--- src/q4k_pkg.sv ---
package q4k_pkg;

    localparam int unsigned BLOCK_BYTES = 144;
    localparam int unsigned CODE_START  = 16;
    localparam int unsigned SUB_START   = 4;
    localparam int unsigned RUN_BYTES   = 32;

    localparam logic [31:0] EXP_MASK  = 32'h7F80_0000;
    localparam logic [31:0] QNAN_BITS = 32'h7FC0_0000;

    typedef struct packed {
        logic       load_factors;
        logic       mul_valid;
        logic [5:0] elem;
        logic [1:0] grp;
    } q4k_cmd_t;

    typedef struct packed {
        logic       out_valid;
        logic       out_busy;
    } q4k_stat_t;

    typedef struct packed {
        logic       sign;
        logic [7:0] ex;
        logic [23:0] man;
        logic       is_zero;
        logic       is_inf;
        logic       is_nan;
    } q4k_unp_t;

    function automatic logic [31:0] half_to_single(input logic [15:0] h);
        logic [31:0] sign;
        logic [4:0]  ex;
        logic [9:0]  man;
        logic [7:0]  e;
        logic [31:0] bits;
        logic [10:0] m;
        sign = {h[15], 31'd0};
        ex   = h[14:10];
        man  = h[9:0];
        bits = sign;
        e    = 8'd0;
        m    = {1'b0, man};
        if (ex == 5'd0) begin
            if (man != 10'd0) begin
                e = 8'd113;
                for (int i = 0; i < 10; i++) begin
                    if (m[10] == 1'b0) begin
                        m = {m[9:0], 1'b0};
                        e = e - 8'd1;
                    end
                end
                bits = sign | {1'b0, e, m[9:0], 13'd0};
            end
        end else if (ex == 5'd31) begin
            bits = sign | EXP_MASK | {9'd0, man, 13'd0};
        end else begin
            bits = sign | {1'b0, 8'({3'd0, ex} + 8'd112), man, 13'd0};
        end
        return bits;
    endfunction

    function automatic q4k_unp_t unpack_f(input logic [31:0] f);
        q4k_unp_t u;
        u.sign    = f[31];
        u.ex      = (f[30:23] == 8'd0) ? 8'd1 : f[30:23];
        u.man     = {(f[30:23] != 8'd0), f[22:0]};
        u.is_zero = (f[30:0] == 31'd0);
        u.is_inf  = (f[30:23] == 8'hFF) && (f[22:0] == 23'd0);
        u.is_nan  = (f[30:23] == 8'hFF) && (f[22:0] != 23'd0);
        return u;
    endfunction

    // Rounds a magnitude given as a 50-bit fraction with its leading bit somewhere,
    // biased exponent of bit 47, to nearest even.
    function automatic logic [31:0] round_pack(input logic sign, input logic signed [11:0] e47,
                                               input logic [49:0] mag);
        logic [5:0]  lz;
        logic        found;
        logic [49:0] nm;
        logic signed [11:0] e;
        logic [73:0] w;
        logic [23:0] keep;
        logic        g;
        logic        st;
        logic [24:0] r;
        logic [7:0]  sh;
        lz = 6'd0;
        found = 1'b0;
        for (int i = 49; i >= 0; i--) begin
            if (!found && mag[i]) begin
                found = 1'b1;
                lz = 6'(49 - i);
            end
        end
        if (!found) begin
            return {sign, 31'd0};
        end
        nm = mag << lz;
        e  = e47 + 12'sd2 - 12'(signed'({6'd0, lz}));
        w  = {nm, 24'd0};
        if (e < 12'sd1) begin
            sh = (e < -12'sd60) ? 8'd62 : 8'(12'sd1 - e);
            w  = ({nm, 24'd0} >> sh) | {73'd0, |({nm, 24'd0} & ~({74{1'b1}} << sh))};
            e  = 12'sd0;
        end
        keep = w[73:50];
        g    = w[49];
        st   = |w[48:0];
        r    = {1'b0, keep} + {24'd0, g & (st | keep[0])};
        if (r[24]) begin
            r = r >> 1;
            e = e + 12'sd1;
        end else if (e == 12'sd0 && r[23]) begin
            e = 12'sd1;
        end
        if (e >= 12'sd255) begin
            return {sign, 8'hFF, 23'd0};
        end
        return {sign, e[7:0], r[22:0]};
    endfunction

    function automatic logic [31:0] fmul(input logic [31:0] a, input logic [31:0] b);
        q4k_unp_t ua;
        q4k_unp_t ub;
        logic     s;
        logic [47:0] p;
        ua = unpack_f(a);
        ub = unpack_f(b);
        s  = a[31] ^ b[31];
        if (ua.is_nan || ub.is_nan || (ua.is_inf && ub.is_zero) || (ub.is_inf && ua.is_zero)) begin
            return QNAN_BITS;
        end
        if (ua.is_inf || ub.is_inf) begin
            return {s, 8'hFF, 23'd0};
        end
        p = ua.man * ub.man;
        return round_pack(s, 12'(signed'({4'd0, ua.ex})) + 12'(signed'({4'd0, ub.ex}))
                             - 12'sd127, {p, 2'b00} >> 1);
    endfunction

    function automatic logic [31:0] fsub(input logic [31:0] a, input logic [31:0] b);
        q4k_unp_t ua;
        q4k_unp_t ub;
        logic     sb;
        logic [7:0] ebig;
        logic [7:0] d;
        logic [49:0] ma;
        logic [49:0] mb;
        logic [49:0] big;
        logic [49:0] sml;
        logic        sbig;
        logic        ssml;
        logic [49:0] res;
        logic        rs;
        ua = unpack_f(a);
        ub = unpack_f(b);
        sb = ~b[31];
        if (ua.is_nan || ub.is_nan || (ua.is_inf && ub.is_inf && (a[31] != sb))) begin
            return QNAN_BITS;
        end
        if (ua.is_inf) begin
            return a;
        end
        if (ub.is_inf) begin
            return {sb, 8'hFF, 23'd0};
        end
        if (ua.is_zero && ub.is_zero) begin
            return {a[31] & sb, 31'd0};
        end
        ma = {2'b00, ua.man, 24'd0};
        mb = {2'b00, ub.man, 24'd0};
        if ({ua.ex, ua.man} >= {ub.ex, ub.man}) begin
            ebig = ua.ex; d = ua.ex - ub.ex; big = ma; sml = mb; sbig = a[31]; ssml = sb;
        end else begin
            ebig = ub.ex; d = ub.ex - ua.ex; big = mb; sml = ma; sbig = sb; ssml = a[31];
        end
        if (d > 8'd30) begin
            sml = {49'd0, |sml};
        end else begin
            sml = (sml >> d) | {49'd0, |(sml & ~({50{1'b1}} << d))};
        end
        if (sbig == ssml) begin
            res = big + sml;
        end else begin
            res = big - sml;
        end
        rs = sbig;
        if (res == 50'd0) begin
            return 32'd0;
        end
        return round_pack(rs, 12'(signed'({4'd0, ebig})), res);
    endfunction

endpackage

--- src/q4k_ram.sv ---
module q4k_ram #(
    parameter int WIDTH = 8,
    parameter int DEPTH = 32
) (
    input  logic                     clk,
    input  logic                     we,
    input  logic [$clog2(DEPTH)-1:0] waddr,
    input  logic [WIDTH-1:0]         wdata,
    input  logic [$clog2(DEPTH)-1:0] raddr,
    output logic [WIDTH-1:0]         rdata
);

    logic [WIDTH-1:0] mem_reg [DEPTH];

    always_ff @(posedge clk)
    begin
        if (we)
        begin
            mem_reg[waddr] <= wdata;
        end
        rdata <= mem_reg[raddr];
    end

endmodule

--- src/q4k_ctrl.sv ---
module q4k_ctrl
    import q4k_pkg::*;
(
    input  logic      clk,
    input  logic      rst_n,
    input  logic      in_fire,
    input  logic      run_end,
    input  logic [1:0] run_grp,
    input  q4k_stat_t stat,
    output logic      busy,
    output q4k_cmd_t  cmd
);

    typedef enum logic [1:0] {IDLE, LOAD, RUN, DRAIN} state_t;

    state_t     state_reg, state_next;
    logic [5:0] elem_reg, elem_next;
    logic [1:0] grp_reg, grp_next;

    always_comb
    begin
        state_next = state_reg;
        elem_next  = elem_reg;
        grp_next   = grp_reg;
        cmd.load_factors = 1'b0;
        cmd.mul_valid    = 1'b0;
        cmd.elem         = elem_reg;
        cmd.grp          = grp_reg;
        case (state_reg)
            IDLE:
            begin
                if (in_fire && run_end)
                begin
                    state_next = LOAD;
                    grp_next   = run_grp;
                    elem_next  = 6'd0;
                end
            end
            LOAD:
            begin
                cmd.load_factors = 1'b1;
                state_next = RUN;
            end
            RUN:
            begin
                if (!stat.out_busy)
                begin
                    cmd.mul_valid = 1'b1;
                    elem_next = elem_reg + 6'd1;
                    if (elem_reg == 6'd63)
                    begin
                        state_next = DRAIN;
                    end
                end
            end
            DRAIN:
            begin
                if (!stat.out_valid && !stat.out_busy)
                begin
                    state_next = IDLE;
                end
            end
            default: state_next = IDLE;
        endcase
    end

    assign busy = (state_reg != IDLE);

    always_ff @(posedge clk or negedge rst_n)
    begin
        if (!rst_n)
        begin
            state_reg <= IDLE;
            elem_reg  <= 6'd0;
            grp_reg   <= 2'd0;
        end
        else
        begin
            state_reg <= state_next;
            elem_reg  <= elem_next;
            grp_reg   <= grp_next;
        end
    end

    a_no_accept_busy: assert property (@(posedge clk) disable iff (!rst_n)
        busy |-> !in_fire) else $error("byte taken while a run is in progress");
    a_load_follows: assert property (@(posedge clk) disable iff (!rst_n)
        (state_reg == IDLE && in_fire && run_end) |=> state_reg == LOAD)
        else $error("run did not start");
    a_elem_start: assert property (@(posedge clk) disable iff (!rst_n)
        state_reg == LOAD |=> elem_reg == 6'd0) else $error("element counter not cleared");

endmodule

--- src/q4k_datapath.sv ---
module q4k_datapath
    import q4k_pkg::*;
(
    input  logic        clk,
    input  logic        rst_n,
    input  logic        in_fire,
    input  logic [7:0]  in_byte,
    input  q4k_cmd_t    cmd,
    output logic        run_end,
    output logic [1:0]  run_grp,
    output q4k_stat_t   stat,
    output logic        m_tvalid,
    input  logic        m_tready,
    output logic [39:0] m_tdata,
    output logic [1:0]  m_tuser
);

    logic [7:0]  pos_reg;
    logic [15:0] scale_reg;
    logic [15:0] minv_reg;
    logic [7:0]  sub_reg [12];
    logic [4:0]  off;
    logic [7:0]  code_q;
    logic [31:0] ds_reg [2];
    logic [31:0] dm_reg [2];
    logic        s1_valid_reg;
    logic [5:0]  s1_elem_reg;
    logic [1:0]  s1_grp_reg;
    logic [31:0] prod_reg;
    logic [31:0] dmsel_reg;
    logic        s2_valid_reg;
    logic [5:0]  s2_elem_reg;
    logic [1:0]  s2_grp_reg;
    logic [31:0] val;
    logic [3:0]  code;
    logic        s1_hi;
    logic [5:0]  sc_a, mn_a, sc_b, mn_b;
    logic [2:0]  ka, kb;

    assign off     = 5'(pos_reg - 8'(CODE_START));
    assign run_end = (pos_reg >= 8'(CODE_START)) && (off == 5'd31);
    assign run_grp = 2'((pos_reg - 8'(CODE_START)) >> 5);

    q4k_ram #(.WIDTH(8), .DEPTH(RUN_BYTES)) u_codes (
        .clk   (clk),
        .we    (in_fire && pos_reg >= 8'(CODE_START)),
        .waddr (off),
        .wdata (in_byte),
        .raddr (cmd.elem[4:0]),
        .rdata (code_q)
    );

    always_ff @(posedge clk or negedge rst_n)
    begin
        if (!rst_n)
        begin
            pos_reg   <= 8'd0;
            scale_reg <= 16'd0;
            minv_reg  <= 16'd0;
        end
        else if (in_fire)
        begin
            case (pos_reg)
                8'd0: scale_reg[7:0]  <= in_byte;
                8'd1: scale_reg[15:8] <= in_byte;
                8'd2: minv_reg[7:0]   <= in_byte;
                8'd3: minv_reg[15:8]  <= in_byte;
                default: ;
            endcase
            pos_reg <= (pos_reg == 8'(BLOCK_BYTES - 1)) ? 8'd0 : pos_reg + 8'd1;
        end
    end

    always_ff @(posedge clk)
    begin
        if (in_fire && pos_reg >= 8'(SUB_START) && pos_reg < 8'(CODE_START))
        begin
            sub_reg[4'(pos_reg - 8'(SUB_START))] <= in_byte;
        end
    end

    always_comb
    begin
        ka = 3'({cmd.grp, 1'b0});
        kb = 3'({cmd.grp, 1'b1});
        if (!ka[2])
        begin
            sc_a = sub_reg[{2'b00, ka[1:0]}][5:0];
            mn_a = sub_reg[{2'b01, ka[1:0]}][5:0];
            sc_b = sub_reg[{2'b00, kb[1:0]}][5:0];
            mn_b = sub_reg[{2'b01, kb[1:0]}][5:0];
        end
        else
        begin
            sc_a = {sub_reg[{2'b00, ka[1:0]}][7:6], sub_reg[{2'b10, ka[1:0]}][3:0]};
            mn_a = {sub_reg[{2'b01, ka[1:0]}][7:6], sub_reg[{2'b10, ka[1:0]}][7:4]};
            sc_b = {sub_reg[{2'b00, kb[1:0]}][7:6], sub_reg[{2'b10, kb[1:0]}][3:0]};
            mn_b = {sub_reg[{2'b01, kb[1:0]}][7:6], sub_reg[{2'b10, kb[1:0]}][7:4]};
        end
    end

    function automatic logic [31:0] u6_to_f(input logic [5:0] v);
        logic [4:0]  lz;
        logic [11:0] m;
        if (v == 6'd0)
        begin
            return 32'd0;
        end
        lz = 5'd0;
        m  = {v, 6'd0};
        for (int i = 0; i < 6; i++)
        begin
            if (!m[11])
            begin
                m  = {m[10:0], 1'b0};
                lz = lz + 5'd1;
            end
        end
        return {1'b0, 8'(8'd132 - {3'd0, lz}), m[10:0], 12'd0};
    endfunction

    always_ff @(posedge clk)
    begin
        if (cmd.load_factors)
        begin
            ds_reg[0] <= fmul(half_to_single(scale_reg), u6_to_f(sc_a));
            dm_reg[0] <= fmul(half_to_single(minv_reg), u6_to_f(mn_a));
            ds_reg[1] <= fmul(half_to_single(scale_reg), u6_to_f(sc_b));
            dm_reg[1] <= fmul(half_to_single(minv_reg), u6_to_f(mn_b));
        end
    end

    assign s1_hi = s1_elem_reg[5];
    assign code  = s1_hi ? code_q[7:4] : code_q[3:0];
    assign val   = fsub(prod_reg, dmsel_reg);

    logic stall;
    assign stall = m_tvalid && !m_tready;

    always_ff @(posedge clk or negedge rst_n)
    begin
        if (!rst_n)
        begin
            s1_valid_reg <= 1'b0;
            s2_valid_reg <= 1'b0;
            m_tvalid     <= 1'b0;
        end
        else if (!stall)
        begin
            s1_valid_reg <= cmd.mul_valid;
            s2_valid_reg <= s1_valid_reg;
            m_tvalid     <= s2_valid_reg;
        end
    end

    always_ff @(posedge clk)
    begin
        if (!stall)
        begin
            s1_elem_reg <= cmd.elem;
            s1_grp_reg  <= cmd.grp;
            prod_reg    <= fmul(ds_reg[s1_hi], u6_to_f({2'b00, code}));
            dmsel_reg   <= dm_reg[s1_hi];
            s2_elem_reg <= s1_elem_reg;
            s2_grp_reg  <= s1_grp_reg;
            m_tdata     <= {{s2_grp_reg, s2_elem_reg},
                            (((val & EXP_MASK) == EXP_MASK) && (val[22:0] != 23'd0))
                            ? QNAN_BITS : val};
            m_tuser     <= {(s2_grp_reg == 2'd3) && (s2_elem_reg == 6'd63),
                            s2_elem_reg == 6'd63};
        end
    end

    assign stat.out_valid = m_tvalid;
    assign stat.out_busy  = stall || s1_valid_reg || s2_valid_reg;

endmodule

--- src/q4_k_superblock_dequantizer_top.sv ---
// Header and non-final code bytes are accepted back to back; s_tready stays high for them.
// The last byte of each 32-byte code run starts 64 results: the LOAD state forms the sub-scale
// products, then one element at a time passes the three-stage pipeline; a new element enters
// only once the previous one has left the s1 and s2 registers and the output is not stalled.
// Results held back by m_tready stall the pipeline and delay the run; s_tready is low from the
// LOAD state until DRAIN has emptied the output. Reset (rst_n low, asynchronous) clears position and valids.
module q4_k_superblock_dequantizer_top
    import q4k_pkg::*;
(
    input  logic        clk,
    input  logic        rst_n,
    input  logic        s_tvalid,
    output logic        s_tready,
    input  logic [7:0]  s_tdata,   // data_byte[7:0]
    output logic        m_tvalid,
    input  logic        m_tready,
    output logic [39:0] m_tdata,   // value_bits[31:0], element_index[39:32]
    output logic        m_tlast,
    output logic        m_tuser    // last_of_block
);

    q4k_cmd_t   cmd;
    q4k_stat_t  stat;
    logic       busy;
    logic       run_end;
    logic [1:0] run_grp;
    logic       in_fire;
    logic [1:0] flags;

    assign s_tready = !busy;
    assign in_fire  = s_tvalid && s_tready;
    assign m_tlast  = flags[0];
    assign m_tuser  = flags[1];

    q4k_ctrl u_ctrl (
        .clk     (clk),
        .rst_n   (rst_n),
        .in_fire (in_fire),
        .run_end (run_end),
        .run_grp (run_grp),
        .stat    (stat),
        .busy    (busy),
        .cmd     (cmd)
    );

    q4k_datapath u_dp (
        .clk      (clk),
        .rst_n    (rst_n),
        .in_fire  (in_fire),
        .in_byte  (s_tdata),
        .cmd      (cmd),
        .run_end  (run_end),
        .run_grp  (run_grp),
        .stat     (stat),
        .m_tvalid (m_tvalid),
        .m_tready (m_tready),
        .m_tdata  (m_tdata),
        .m_tuser  (flags)
    );

endmodule
--- config.mk ---
export PLATFORM = sky130hd
export DESIGN_NAME = q4_k_superblock_dequantizer_top
export DESIGN_NICKNAME = d
export VERILOG_FILES = /design/src/q4k_pkg.sv /design/src/q4k_ram.sv /design/src/q4k_ctrl.sv /design/src/q4k_datapath.sv /design/src/q4_k_superblock_dequantizer_top.sv
export SDC_FILE = /design/constraint.sdc
export NUM_CORES = 2
export LEC_CHECK = 0
export BUFFER_PORTS_ARGS = -buffer_cell sky130_fd_sc_hd__buf_2
export CORE_ASPECT_RATIO = 0.5
export CORE_MARGIN = 1.5
export CORE_UTILIZATION = 35
export CTS_BUF_LIST = sky130_fd_sc_hd__clkbuf_8 sky130_fd_sc_hd__clkbuf_16
export CTS_CLUSTER_DIAMETER = 200
export CTS_CLUSTER_SIZE = 20
export DETAILED_ROUTE_END_ITERATION = 10
export PLACE_DENSITY = 0.57
export SETUP_SLACK_MARGIN = 0.5
export SYNTH_ARGS = -nofsm -noshare
export SYNTH_HDL_FRONTEND = slang
export SYNTH_SLANG_ARGS = --single-unit
--- constraint.sdc ---
create_clock -name clk -period 49.4 [get_ports clk]
set_input_delay 7.41 -clock clk [delete_from_list [all_inputs] [get_ports clk]]
set_output_delay 7.41 -clock clk [all_outputs]
set_load 0.01 [all_outputs]
* Yosys cells after proc, flatten, opt, wreduce, memory -nomap -nowiden *
Memories as Yosys holds them, arrays and structs flattened. A register that Yosys moved wholly into a read port is not among the register bits.
Index checks and enable logic that the tools add are counted.

storage, ports and cells
  word-level logic and storage cells = 3278
  memories = 4
  output and inout port bits = 44
  RAM bits = 480
  register bits = 143

operators by class
  eq/ne operators = 30
  add/sub/neg operators = 98
  $mul = 5
  magnitude comparators = 23
  reductions and logical operators = 748
  bitwise operators = 46
  shifts and indexed selects = 20
  multiplexer cells = 2285

memories
  memory                words  width  read ports  clocked after memory_dff  wr ports  line                RTL
  u_dp.u_codes.mem_reg  32     8      1           1                         1         q4k_ram.sv:13       logic [WIDTH-1:0] mem_reg [DEPTH];
  u_dp.sub_reg          12     8      6           0                         1         q4k_datapath.sv:21  logic [7:0] sub_reg [12];
  u_dp.dm_reg           2      32     1           1                         2         q4k_datapath.sv:25  logic [31:0] dm_reg [2];
  u_dp.ds_reg           2      32     1           1                         2         q4k_datapath.sv:24  logic [31:0] ds_reg [2];

operators with widths
  operator               number
  $mux 32                81
  $mux 74                32
  $mux 12                144
  $mux 1                 1413
  $mux 5                 181
  $mux 50                18
  $mux 8                 105
  $mux 11                75
  $mux 6                 129
  $and 74x74->74         6
  $not 74->74            6
  $or 74x1->74           6
  $reduce_or 74->1       6
  $shl 74x8->74 const A  6
  $shr 74x8->74          6
  $logic_and 1x1->1      338
  $logic_not 31->1       10
  $logic_not 1->1        294
  $reduce_or 49->1       6
  $reduce_bool 23->1     11
  $shl 49x6->50          5
  $mul 24x24->48         5
  $logic_not 23->1       10
  $mux 4                 49
  73 further kinds       313

* Depth between registers and ports, before layout *
  depth in word-level cells = 480
  depth in mapped cells = 88
  depth with buffers taken out = 76

* By module *
A second synthesis with hierarchy kept.

unflattened totals
  cells, all modules = 10404
  area total of the unflattened synthesis = 85563.3 µm²

by module, submodules not included
  module                           cells an instance  times used  area each (µm²)
  q4k_datapath                     9928               1           74894.3
  q4k_ram                          417                1           10053.4
  q4k_ctrl                         57                 1           605.6
  q4_k_superblock_dequantizer_top  2                  1           10.0

* Least setup slack after synthesis *
Ideal clock, no wire load.

  path kind = register -> register
  start point = register u_dp.dmsel_reg[25] (read register of u_dp.dm_reg)
  end point = register u_dp.m_tdata[22], data pin
  slack = 30.660 ns
  clock period less this slack = 18.740 ns
  arrival time = 18.476 ns
  setup time = 0.264 ns
  stages on the path, launching flop included = 84
  path buffers = 17
  data required time = 49.136 ns
  cell sequence = edfxtp_1 > buf_2 > or4_1 > nor2_1 > nor2_1 > ha_1 > fa_1 > clkbuf_1 > clkbuf_1 > buf_1 > clkbuf_1 > nand2b_1 > o211ai_1 > o21ai_0 > mux2_2 > o21ai_0 > o21a_1 > o21ai_0 > (+48 left out) > buf_4 > clkbuf_1 > clkbuf_1 > clkbuf_1 > o21ai_0 > a2111oi_0 > nor2_1 > nand2_1 > nand2_1 > o41a_1 > o31ai_1 > nor3_1 > o211ai_1 > a21oi_1 > o41ai_2 > nand2_1 > a41o_1 > o21bai_1

RTL lines
  what                  line                 RTL
  start, declared       q4k_datapath.sv:30   logic [31:0] dmsel_reg;
  end signal, assigned  q4k_datapath.sv:166  m_tdata <= {{s2_grp_reg, s2_elem_reg},
  end, declared         q4k_datapath.sv:14   output logic [39:0] m_tdata,

==> results.sh <==
export IMPL_min_from="u_dp.s1_elem_reg[2]"
export IMPL_post_route_util_pct=37.3
export IMPL_dpl_cell_area_sq_um=88300
export IMPL_die_x_um=699
export IMPL_crit_family="simple AND/OR/NAND/NOR gates"
export IMPL_largest_reg_flops=256
export IMPL_crit_type="flop to flop"
export IMPL_antenna_found_initial=10
export IMPL_drt_pass1_iter_count=7
export IMPL_hold_buffers=0
export IMPL_cts_setup_buffers=0
export IMPL_synth_edf_count=602
export IMPL_r2r_start="u_dp.dmsel_reg[25]"
export IMPL_clkSlewWorstSetupHoldPaths_ns=0.10
export IMPL_r2r_cells=76
export IMPL_drive_gt1_share_pct=7.91
export IMPL_synth_nets=11200
export IMPL_synth_top_area_cell="edfxtp_1"
export IMPL_initial_core_util_pct=35.3
export IMPL_rsz0062_at_grt="false"
export IMPL_dieArea_sq_um=246000
export IMPL_insertion_delay_ns=0.69
export IMPL_ys_types=129
export IMPL_slowest_stage="nor4bb_1"
export IMPL_netlist_top_cells_area="edfxtp_1 (21%), ha_1 (9.7%), nor2_1 (5.1%)"
export IMPL_slew_violations=0
export IMPL_clock_fmax_ghz=0.0424
export IMPL_synthCells=10300
export IMPL_grt_max_degree=86
export IMPL_cts_buffers=40
export IMPL_fill_cells=25000
export IMPL_critPathMaxFanout=83
export IMPL_place_inst=13200
export IMPL_grt_pass1_vias=76500
export IMPL_finalSetupViolCount=0
export IMPL_end_kind="flop"
export IMPL_required_ns=49.92
export IMPL_async_flop_share_pct=7.98
export IMPL_num_io_pins=56
export IMPL_wl_um=322000
export IMPL_seq_area_sq_um=19600
export IMPL_outcome="complete, no violations"
export IMPL_grt_pass1_wl_um=486000
export IMPL_crit_path_max_incr_delay_ns=1.01
export IMPL_clock_skew_ns=0.0616
export IMPL_syn_area_per_cell_sq_um=8.21
export IMPL_clockRootBuffer="clkbuf_16"
export IMPL_coreArea_sq_um=240000
export IMPL_wl_per_cell_um=24.2
export IMPL_grt_overflow=0
export IMPL_hold_path_class="flop to flop"
export IMPL_vias_per_cell=6.14
export IMPL_cts_sinks=664
export IMPL_portBuffers=55
export IMPL_place_hpwl_um=248000
export IMPL_min_to="u_dp.s2_elem_reg[2]"
export IMPL_finalNetCount=10900
export IMPL_rows=127
export IMPL_period_share_pct=47.8
export IMPL_instances_no_fill=13300
export IMPL_synth_seq_cells=664
export IMPL_min_period_ns=23.60
export IMPL_cts_tree="done"
export IMPL_ys_seq_area_share_pct=23.1
export IMPL_remaining_drc_errors=0
export IMPL_hold_violations=0
export IMPL_r2r_end="u_dp.m_tdata[7]"
export IMPL_cp_arrival_ns=24.12
export IMPL_critPathBufInv=11
export IMPL_syn_area_sq_um=84800
export IMPL_clock_path_buffers=3
export IMPL_synth_yosys_warnings=0
export IMPL_r2r_slack_ns=25.80
export IMPL_via_count=81700
export IMPL_worst_pin_slew_ns=1.39
export IMPL_tns_ns=0
export IMPL_cts_resized=0
export IMPL_area_growth_pct=5.57
export IMPL_gp_congestion=1.01
export IMPL_multi_input_area_sq_um=60700
export IMPL_start_kind="flop"
export IMPL_die_h_um=351
export IMPL_synth_top_area_share_pct=21.3
export IMPL_drtIter0Drc=9766
export IMPL_holdPathStages=0
export IMPL_antenna_left=0
export IMPL_grtUsageTotal_pct=25.2
export IMPL_fin_area_sq_um=89600
export IMPL_slew_headroom_pct=6.14
export IMPL_maxCapViolCount=0
export IMPL_synth_main_ff_cell="edfxtp_1"
export IMPL_htreeDepth=2
-- worst max path at each step --
| stage | from | to | cells after the start |
|---|---|---|---|
| 6_report | u_dp.dmsel_reg[25] | u_dp.m_tdata[7] | 76 |
| 5_1_grt | u_dp.dmsel_reg[25] | u_dp.m_tdata[19] | 78 |
| 4_1_cts | u_dp.dmsel_reg[25] | u_dp.m_tdata[7] | 76 |
| 2_1_floorplan | u_dp.dmsel_reg[25] | u_dp.m_tdata[22] | 83 |
| 3_5_place_dp | u_dp.dmsel_reg[25] | u_dp.m_tdata[11] | 76 |
| 3_3_place_gp | u_dp.dmsel_reg[25] | u_dp.m_tdata[1] | 77 |
-- kinds of logic (layout without fill, tap and decap cells) --
family                     Yosys count  after routing  synth area share [%]
DFF                                664            664                  23.1
muxes                              677            677                  10.2
xor gates and xnor gates           373            373                  3.86
other                                0              3                     0
and+or+nand+nor                   3809           3809                  21.1
AOI/OAI and AO/OA                 2775           2775                  21.7
adders and majority gates          868            868                  14.6
buffers and inverters             1167            913                  5.48
-- cells in the mapped netlist, types with 34 or more instances --
master        n
a211oi_1    119
a21o_1       86
a21oi_1     677
a221oi_1     41
a22o_1       35
a22oi_1      85
a31oi_1     103
and2_1      134
and3_1       81
buf_1        49
buf_2        70
clkbuf_1    418
dfrtp_1      53
edfxtp_1    602
fa_1        207
ha_1        658
inv_1       580
mux2_2      172
mux2i_1     368
mux4_2      128
nand2_1    1080
nand2b_1     91
nand3_1     261
nand4_1     112
nor2_1     1153
nor2b_1      82
nor3_1      331
nor4_1      125
o2111ai_1    44
o211ai_1    106
o21a_1       55
o21ai_0     570
o21ai_1      34
o21bai_1     88
o221ai_1     49
o22a_1       42
o22ai_1     131
o31ai_1      72
o32ai_1      41
or2_2        82
or3_1       110
or4_1        37
xnor2_1     241
xor2_1      131
-- cell type report --
| cell class | instances | area share [%] |
|---|---|---|
| clock inverter | 31 | 0.239 |
| inverter | 593 | 2.50 |
| sequential | 664 | 21.9 |
| multi-input combinational | 8502 | 67.8 |
| clock buffer | 40 | 1.12 |
| antenna | 3 | 0.00838 |
| tap | 3225 | 4.51 |
| timing repair buffer | 249 | 1.93 |
-- metal layers --
layer	global-route usage (%)	vias up	wire (um)
li1	-	37700	-
met5	0	-	126
met1	35.1	39500	144000
met3	3.45	708	24900
met4	8.81	12	12700
met2	40.0	3746	141000
-- stage by stage --
step                      worst slack, ns  hold slack [ns]
final                               25.80            0.413
after global routing                24.30            0.430
after CTS                           26.49            0.416
after detailed placement            26.61            0.405
after global placement              26.78            0.402
after floorplan                     30.66            0.400
-- layout by cell type, fill, tap and decap left out, types with 131 or more instances in the layout --
master,n
nor2_1,1146
nand2_1,1080
a21oi_1,674
ha_1,655
inv_1,604
edfxtp_1,602
o21ai_0,570
mux2i_1,366
nor3_1,331
nand3_1,261
xnor2_1,241
fa_1,207
buf_4,194
mux2_2,172
and2_1,134
xor2_1,131
o22ai_1,131
Power is not shown: default switching activity piles up to over one toggle a cycle in this logic, so the estimate is an artifact.
